## src/rtl/core/txdb_pkg.sv

```systemverilog
// ----------------------------------------------------------------------------
// Transmit descriptor builder package
// Shared types, constants and descriptor word encoding for the builder.
// ----------------------------------------------------------------------------
package txdb_pkg;

  // Default descriptor size in bytes.
  localparam int DESC_BYTES_DEFAULT = 40;

  // Depth of the queue between the request checker and the word emitter.
  localparam int QUEUE_DEPTH = 2;

  // Request checks.
  localparam logic [15:0] MIN_FRAME_LEN      = 16'd24;
  localparam logic [15:0] MAX_FRAME_RESET    = 16'd2304;

  // Configuration register indexes.
  typedef enum logic [0:0] {
    REG_RADIO_READY = 1'b0,
    REG_LEN_LIMIT   = 1'b1
  } reg_index_t;

  // Result status codes.
  typedef enum logic [1:0] {
    STATUS_OK        = 2'd0,
    STATUS_INVALID   = 2'd1,
    STATUS_NO_SPACE  = 2'd2,
    STATUS_UNUSED    = 2'd3
  } status_t;

  // Input transaction.
  typedef struct packed {
    logic [15:0] frame_len;
    logic [16:0] capacity;
    logic        encrypted;
    logic [7:0]  mac_id;
    logic [15:0] cookie;
    logic [7:0]  first_address_byte;
  } req_t;

  // Output transaction.
  typedef struct packed {
    logic [5:0]  word_index;
    logic [31:0] word_value;
    logic [16:0] total_length;
    status_t     status;
    logic        last;
  } desc_t;

  // Classified request as it travels from the checker to the emitter.
  typedef struct packed {
    status_t     status;
    logic [15:0] flen;
    logic [16:0] total;
    logic        enc;
    logic [6:0]  mac;
    logic [11:0] cookie;
    logic        group;
    logic [15:0] csum;
  } rec_t;

  // Value of one descriptor word for an accepted request.
  function automatic logic [31:0] desc_word(rec_t r, logic [7:0] db, logic [5:0] idx);
    logic [31:0] w;
    w = 32'd0;
    case (idx)
      6'd0: w = {1'b1, 4'd0, 1'b1, 1'b0, r.group, db, r.flen};
      6'd1: w = {8'd0, (r.enc ? 2'd3 : 2'd0), 6'd6, 9'd0, r.mac};
      6'd2: w = 32'h0008_0000;
      6'd3: w = 32'h0000_0500;
      6'd4: w = 32'h0000_0004;
      6'd6: w = {20'd0, r.cookie};
      6'd7: w = {16'd0, r.csum};
      6'd8: w = 32'h0000_8000;
      default: w = 32'd0;
    endcase
    return w;
  endfunction

  // Checksum over the first sixteen halfwords; words five and seven count as zero.
  function automatic logic [15:0] desc_csum(rec_t r, logic [7:0] db);
    logic [31:0] x;
    x = desc_word(r, db, 6'd0) ^ desc_word(r, db, 6'd1) ^ desc_word(r, db, 6'd2) ^
        desc_word(r, db, 6'd3) ^ desc_word(r, db, 6'd4) ^ desc_word(r, db, 6'd6);
    return x[15:0] ^ x[31:16];
  endfunction

endpackage

```

## src/rtl/core/txdb_front.sv

```systemverilog
// ----------------------------------------------------------------------------
// Request checker
// Holds the configuration registers, validates each request, works out the
// wire length and checksum, and pushes a classified record into the queue.
// ----------------------------------------------------------------------------
module txdb_front #(
  parameter int DESC_BYTES = txdb_pkg::DESC_BYTES_DEFAULT
) (
  input  logic           clk,
  input  logic           rst,
  input  logic           cfg_we,
  input  logic [0:0]     cfg_index,
  input  logic [15:0]    cfg_data,
  input  logic           req_valid,
  input  txdb_pkg::req_t req,
  input  logic           full,
  output logic           push,
  output txdb_pkg::rec_t rec
);
  import txdb_pkg::*;

  localparam logic [7:0]  DB8  = 8'(DESC_BYTES);
  localparam logic [16:0] DB17 = 17'(DESC_BYTES);

  logic        radio_ready;
  logic [15:0] len_limit;
  logic        bad_req;
  logic [16:0] raw_total;
  logic [16:0] total;
  rec_t        base;

  // Configuration registers.
  always_ff @(posedge clk) begin
    if (rst) begin
      radio_ready <= 1'b0;
      len_limit   <= MAX_FRAME_RESET;
    end else if (cfg_we) begin
      case (reg_index_t'(cfg_index))
        REG_RADIO_READY: radio_ready <= cfg_data[0];
        REG_LEN_LIMIT:   len_limit   <= cfg_data;
        default: ;
      endcase
    end
  end

  // Request validity checks.
  assign bad_req = !radio_ready || (req.frame_len < MIN_FRAME_LEN) ||
                   (req.frame_len > len_limit) || req.mac_id[7] ||
                   (req.cookie[15:12] != 4'd0);

  // Wire length, with a pad byte when it falls on a 512-byte boundary.
  assign raw_total = DB17 + {1'b0, req.frame_len};
  assign total     = (raw_total[8:0] == 9'd0) ? raw_total + 17'd1 : raw_total;

  // Classified record.
  always_comb begin
    base.status = STATUS_OK;
    base.flen   = req.frame_len;
    base.total  = total;
    base.enc    = req.encrypted;
    base.mac    = req.mac_id[6:0];
    base.cookie = req.cookie[11:0];
    base.group  = req.first_address_byte[0];
    base.csum   = 16'd0;

    rec      = base;
    rec.csum = desc_csum(base, DB8);
    if (bad_req) begin
      rec.status = STATUS_INVALID;
      rec.total  = 17'd0;
    end else if (req.capacity < total) begin
      rec.status = STATUS_NO_SPACE;
      rec.total  = 17'd0;
    end
  end

  assign push = req_valid && !full;

endmodule

```

## src/rtl/core/txdb_queue.sv

```systemverilog
// ----------------------------------------------------------------------------
// Request queue
// Short first-in first-out buffer of classified records between the checker
// and the word emitter.
// ----------------------------------------------------------------------------
module txdb_queue #(
  parameter int DEPTH = txdb_pkg::QUEUE_DEPTH
) (
  input  logic           clk,
  input  logic           rst,
  input  logic           push,
  input  txdb_pkg::rec_t wdata,
  input  logic           pop,
  output txdb_pkg::rec_t rdata,
  output logic           full,
  output logic           nonempty
);
  import txdb_pkg::*;

  localparam int PW = (DEPTH > 1) ? $clog2(DEPTH) : 1;
  localparam int CW = $clog2(DEPTH + 1);
  localparam logic [PW-1:0] LAST_PTR = PW'(DEPTH - 1);

  rec_t          entries [DEPTH];
  logic [PW-1:0] wr_ptr;
  logic [PW-1:0] rd_ptr;
  logic [CW-1:0] count;

  // Pointers and fill count.
  always_ff @(posedge clk) begin
    if (rst) begin
      wr_ptr <= '0;
      rd_ptr <= '0;
      count  <= '0;
    end else begin
      if (push) begin
        wr_ptr <= (wr_ptr == LAST_PTR) ? '0 : wr_ptr + PW'(1);
      end
      if (pop) begin
        rd_ptr <= (rd_ptr == LAST_PTR) ? '0 : rd_ptr + PW'(1);
      end
      if (push && !pop) begin
        count <= count + CW'(1);
      end else if (pop && !push) begin
        count <= count - CW'(1);
      end
    end
  end

  // Entry storage.
  always_ff @(posedge clk) begin
    if (push) begin
      entries[wr_ptr] <= wdata;
    end
  end

  assign rdata    = entries[rd_ptr];
  assign full     = (count == CW'(DEPTH));
  assign nonempty = (count != '0);

  // The fill count never passes the depth.
  assert property (@(posedge clk) disable iff (rst) count <= CW'(DEPTH))
    else $error("queue count exceeds depth");

  // Nothing is taken from an empty queue.
  assert property (@(posedge clk) disable iff (rst) pop |-> nonempty)
    else $error("pop from empty queue");

  // A push into a full queue never happens.
  assert property (@(posedge clk) disable iff (rst) push |-> !full)
    else $error("push into full queue");

endmodule

```

## src/rtl/core/txdb_back.sv

```systemverilog
// ----------------------------------------------------------------------------
// Descriptor word emitter
// Takes classified records from the queue and sends one descriptor word per
// cycle unless stalled, through a registered output, or a single status transaction.
// ----------------------------------------------------------------------------
module txdb_back #(
  parameter int DESC_BYTES = txdb_pkg::DESC_BYTES_DEFAULT
) (
  input  logic            clk,
  input  logic            rst,
  input  logic            q_nonempty,
  input  txdb_pkg::rec_t  q_data,
  output logic            pop,
  output logic            desc_valid,
  input  logic            desc_stall,
  output txdb_pkg::desc_t desc
);
  import txdb_pkg::*;

  localparam logic [7:0] DB8      = 8'(DESC_BYTES);
  localparam logic [5:0] LAST_IDX = 6'(DESC_BYTES / 4 - 1);

  rec_t       cur;
  logic       busy;
  logic [5:0] widx;
  logic       load;
  logic       cur_err;
  logic       last_word;
  desc_t      word_next;

  assign load      = !desc_valid || !desc_stall;
  assign cur_err   = (cur.status != STATUS_OK);
  assign last_word = cur_err || (widx == LAST_IDX);
  assign pop       = q_nonempty && (!busy || (load && last_word));

  // Next output transaction from the current record.
  always_comb begin
    word_next.word_index   = cur_err ? 6'd0 : widx;
    word_next.word_value   = cur_err ? 32'd0 : desc_word(cur, DB8, widx);
    word_next.total_length = cur.total;
    word_next.status       = cur.status;
    word_next.last         = last_word;
  end

  // Sequencer control.
  always_ff @(posedge clk) begin
    if (rst) begin
      busy       <= 1'b0;
      desc_valid <= 1'b0;
      widx       <= 6'd0;
    end else begin
      if (load) begin
        desc_valid <= busy;
      end
      if (pop) begin
        busy <= 1'b1;
        widx <= 6'd0;
      end else if (load && busy) begin
        widx <= widx + 6'd1;
        if (last_word) begin
          busy <= 1'b0;
        end
      end
    end
  end

  // Current record and output word register.
  always_ff @(posedge clk) begin
    if (pop) begin
      cur <= q_data;
    end
    if (load && busy) begin
      desc <= word_next;
    end
  end

  // A rejected request gives one final transaction at word zero.
  assert property (@(posedge clk) disable iff (rst)
      desc_valid && (desc.status != STATUS_OK) |-> desc.last && (desc.word_index == 6'd0))
    else $error("error result is not a single final transaction");

  // An accepted request ends exactly at its last descriptor word.
  assert property (@(posedge clk) disable iff (rst)
      desc_valid && (desc.status == STATUS_OK) |-> (desc.last == (desc.word_index == LAST_IDX)))
    else $error("last flag out of place");

  // Words of one descriptor follow each other without a gap.
  assert property (@(posedge clk) disable iff (rst)
      desc_valid && !desc_stall && !desc.last |=>
        desc_valid && (desc.word_index == $past(desc.word_index) + 6'd1))
    else $error("descriptor words not consecutive");

endmodule

```

## src/rtl/core/tx_descriptor_builder.sv

```systemverilog
// ----------------------------------------------------------------------------
// Transmit descriptor builder
// Checks frame requests and emits transmit descriptors word by word.
// ----------------------------------------------------------------------------
// Each accepted request yields DESC_BYTES/4 output transactions, one
// descriptor word per cycle in index order unless stalled (ten at the default
// size of 40 bytes); a rejected request or one with too little buffer space
// yields a single status transaction. The rate is set by the output word
// register, which sends one word per cycle unless stalled. A two-entry queue
// sits between the request checker and the word emitter, so new requests are
// taken while a descriptor is still going out. Configuration is written
// through cfg_we, cfg_index and cfg_data; index 0 is the radio ready flag,
// index 1 is the largest accepted frame length. No clearing pass follows reset.
module tx_descriptor_builder #(
  parameter int DESC_BYTES = txdb_pkg::DESC_BYTES_DEFAULT
) (
  input  logic            clk,
  input  logic            rst,
  input  logic            cfg_we,
  input  logic [0:0]      cfg_index,
  input  logic [15:0]     cfg_data,
  input  logic            req_valid,
  output logic            req_stall,
  input  txdb_pkg::req_t  req,
  output logic            desc_valid,
  input  logic            desc_stall,
  output txdb_pkg::desc_t desc
);
  import txdb_pkg::*;

  logic push;
  logic pop;
  logic full;
  logic nonempty;
  rec_t rec_in;
  rec_t rec_out;

  assign req_stall = full;

  // Request checking.
  txdb_front #(
    .DESC_BYTES(DESC_BYTES)
  ) u_front (
    .clk       (clk),
    .rst       (rst),
    .cfg_we    (cfg_we),
    .cfg_index (cfg_index),
    .cfg_data  (cfg_data),
    .req_valid (req_valid),
    .req       (req),
    .full      (full),
    .push      (push),
    .rec       (rec_in)
  );

  // Queue between checker and emitter.
  txdb_queue #(
    .DEPTH(QUEUE_DEPTH)
  ) u_queue (
    .clk      (clk),
    .rst      (rst),
    .push     (push),
    .wdata    (rec_in),
    .pop      (pop),
    .rdata    (rec_out),
    .full     (full),
    .nonempty (nonempty)
  );

  // Word emission.
  txdb_back #(
    .DESC_BYTES(DESC_BYTES)
  ) u_back (
    .clk        (clk),
    .rst        (rst),
    .q_nonempty (nonempty),
    .q_data     (rec_out),
    .pop        (pop),
    .desc_valid (desc_valid),
    .desc_stall (desc_stall),
    .desc       (desc)
  );

endmodule
```

## config.mk

```make
export PLATFORM = sky130hd
export DESIGN_NAME = tx_descriptor_builder
export DESIGN_NICKNAME = d
export VERILOG_FILES = /design/src/rtl/core/txdb_pkg.sv /design/src/rtl/core/txdb_front.sv /design/src/rtl/core/txdb_queue.sv /design/src/rtl/core/txdb_back.sv /design/src/rtl/core/tx_descriptor_builder.sv
export SDC_FILE = /design/constraint.sdc
export NUM_CORES = 1
export LEC_CHECK = 0
export ABC_CLOCK_PERIOD_IN_PS = 5440
export BUFFER_PORTS_ARGS = -buffer_cell sky130_fd_sc_hd__buf_4
export CORE_UTILIZATION = 60
export CTS_BUF_LIST = sky130_fd_sc_hd__clkbuf_8
export CTS_CLUSTER_SIZE = 25
export DETAILED_ROUTE_END_ITERATION = 12
export PLACE_DENSITY = 0.81
export SLEW_MARGIN = 40
export SYNTH_ARGS = -nofsm -noshare
export SYNTH_HDL_FRONTEND = slang
export SYNTH_SLANG_ARGS = --single-unit
```

## constraint.sdc

```tcl
create_clock -name clk -period 5.44 [get_ports clk]
set_input_delay 0.272 -clock clk [delete_from_list [all_inputs] [get_ports clk]]
set_output_delay 0.272 -clock clk [all_outputs]
set_load 0.02 [all_outputs]
```

==> results.ini <==
[critical_path]
regToRegStartpoint = u_back.widx[1]
crit_type = in -> reg
crit_start = req[59]
end_kind = flip-flop
r2r_cells = 8
cp_max_fo = 17
arrival_ns = 3.80
cp.required_ns = 5.69
crit_path_start_kind = primary input

[sta]
min_period_ns = 3.56
setup_tns_ns = 0
fmax_mhz = 281
skew_ns = 0.0143
slew_viol_final = 0
period_share_pct = 65.4
hold_violations = 0
rsz0062_at_grt = false
tightest_slew_ns = 0.733
slew_headroom_pct = 51.1
setup_viol = 0

[cts]
tritoncts = done
clockBufferDepth = 3
cts_resized = 0
cts.clk_slew.worst_paths_ns = 0.06
ctsHoldBuffers = 45
cts_buffers = 44
cts_root_buffer = clkbuf_8
post_cts_buffers = 0
cts.sinks = 283
clock_latency_ns = 0.54
htree_levels = 2

[die]
ios = 148
die_h_microns = 142
start_util_pct = 61.0
die_x_microns = 142
row_count = 51
fp.coreArea_sq_um = 19400
die-area_sq_um = 20300

[run_status]
status = complete, no violations

[global_route]
grt_pass1_vias = 7011
gr-usage-all-layers_pct = 23.1
grt_overflow = 0
antenna_found_initial = 0
grt_pass1_wl_microns = 35100
grt_max_degree = 72

[route]
wl_per_cell_microns = 18.0
drtPass1Iterations = 5
routed_wl_microns = 22900
via_per_inst = 5.49
dr.first_iter.drc_count = 498
ant_nets = 0
wl_met1_microns = 9360
routed-wl-met3_microns = 1370
top_layer = met4
wl_met2_microns = 11400
vias = 6976
drc_errors = 0

[final_layout]
final_cells = 1270
areaGrowthSynthToFinish_pct = 20.9
nets = 1100
nFillCells = 1229
antenna_cells = 0
layout-drive-gt1-share_pct = 28.9

[logic_synthesis]
yosysTopAreaCell = edfxtp_1
ys_top_cells_by_area = edfxtp_1 64%, mux2_2 6.6%, dfxtp_1 4.9%, ha_1 4.3%, nand2_1 1.9%
synthCells = 778
synth-seq-cells = 283
synth_area_sq_um = 11800
async_flop_share_pct = 0
ys_types = 59
synth-main-ff-cell = edfxtp_1
ys_seq_area_share_pct = 69.3
yosysWarnings = 0
yosys.area.top_type_share_pct = 64.4
synth_edf_count = 254
avgSynthCellArea_sq_um = 15.2

[placement]
place.gp.congestion = 0.875
portBuffers = 133
post-place-cells = 1145
hpwl_microns = 14100

[hold_path]
min_from = req[50]
worstHoldPathType = in -> reg
hold_depth = 1

[pwr]
power_density_nw_per_um2 = 435
p_leak_uw = 0.00528
vdd_drop_max_uv = 370

[flow_run]
drv_cap = 0

==> logic make-up after synthesis <==
group | synth area share (%)
AO/OA/AOI/OAI | 4.95
XOR/XNOR | 3.11
adder cells (fa/ha/maj) | 4.33
buffers and inverters | 2.88
flip-flops | 69.3
multiplexers | 6.65
other | 0.0317
AND/OR/NAND/NOR | 8.73
==> layer usage <==
metal,track usage (%),vias up
li1,-,3293
met1,28.9,3355
met2,38.6,266
met3,4.91,62
met4,10.9,0
met5,0,-
==> Yosys cell counts, types with 3 or more instances <==
| master | number |
|---|---|
| nand4_1 | 7 |
| nor2b_1 | 6 |
| ha_1 | 41 |
| buf_6 | 3 |
| xor2_1 | 18 |
| inv_1 | 27 |
| mux2_2 | 69 |
| or2_2 | 3 |
| nand2b_1 | 4 |
| dfxtp_1 | 29 |
| a221oi_1 | 4 |
| a222oi_1 | 9 |
| o21ai_0 | 10 |
| and3_1 | 7 |
| buf_2 | 6 |
| nand2_1 | 59 |
| nor2_1 | 39 |
| xnor2_1 | 24 |
| and2_1 | 12 |
| a21oi_1 | 37 |
| clkbuf_1 | 21 |
| nand3b_1 | 3 |
| nand3_1 | 6 |
| a31oi_1 | 3 |
| buf_4 | 13 |
| nor3_1 | 6 |
| nor4_2 | 10 |
| nor4_1 | 11 |
| edfxtp_1 | 254 |
==> per-stage QoR <==
step	area (sq um)	power (uW)	hold WS (ns)	utilization, %	setup slack [ns]
after floorplan	11900	4140	0.341	-	1.43
after global placement	13000	4530	0.404	67.1	1.75
after detailed placement	13000	4590	0.405	67.2	1.73
after CTS	14300	6260	0.0126	73.8	1.97
after global routing	14300	6490	0.0189	73.8	1.62
final	14300	6220	0.0414	73.8	1.88
==> flip-flops by register name, indices dropped and copies added, names as in the netlist <==
name,cells
u_back.cur,69
u_front.radio_ready,1
u_back.desc,47
u_back.busy,1
u_queue.entries,138
u_back.desc_valid,1
u_queue.wr_ptr,1
u_front.len_limit,16
u_back.widx,6
u_queue.count,2
u_queue.rd_ptr,1
==> worst max-delay path: stages <==
cell	delay [ns]
dlygate4sd3_1	0.53
buf_4	0.16
nand4_1	0.12
nor2b_1	0.32
nand3_1	0.14
xor2_1	0.26
ha_1	0.30
a2111oi_0	0.39
o21ai_0	0.16
a221oi_1	0.30
o31ai_1	0.18
nor2_4	0.50
nor4_1	0.16
==> power by group <==
part / internal, uW / switching, uW
Combinational: 540 / 766
Sequential: 3070 / 194
Clock: 879 / 776
Total: 4490 / 1740
==> worst paths after layout <==
kind                                 end  slack, ns
setup reg to reg          u_back.widx[5]       2.69
hold reg to reg          u_back.desc[17]       0.42
setup / recovery  u_queue.entries[1][41]       1.88
hold / removal    u_queue.entries[0][54]       0.04
==> cell usage in the layout (no fill, tap or decap), types with 3 or more instances in the layout <==
cell type,instances
nor4_1,11
and3_1,6
inv_1,44
or2_2,3
a31oi_1,3
nand2b_1,4
ha_1,41
clkbuf_8,46
nor2_1,38
dfxtp_1,28
nor2_4,3
edfxtp_1,254
nand2_1,59
nand3b_1,3
xor2_1,18
a21oi_1,37
dlygate4sd3_1,45
nor2b_1,5
nand4_1,7
buf_4,137
clkinv_1,11
nor3_1,6
nor4_2,10
mux2_2,69
and2_1,12
xnor2_1,24
conb_1,7
a221oi_1,4
nand3_1,6
o21ai_0,10
a222oi_1,9
==> final cells by class <==
type	instances	area [sq um]	area share [%]
well taps	265	332	2.32
flip-flops and latches	283	8210	57.4
inverters	27	101	0.708
clock buffers	46	633	4.42
multi-input cells	431	3340	23.3
repair buffers	184	1500	10.5
clock inverters	34	191	1.34
Power figures use the tool's default switching activity.
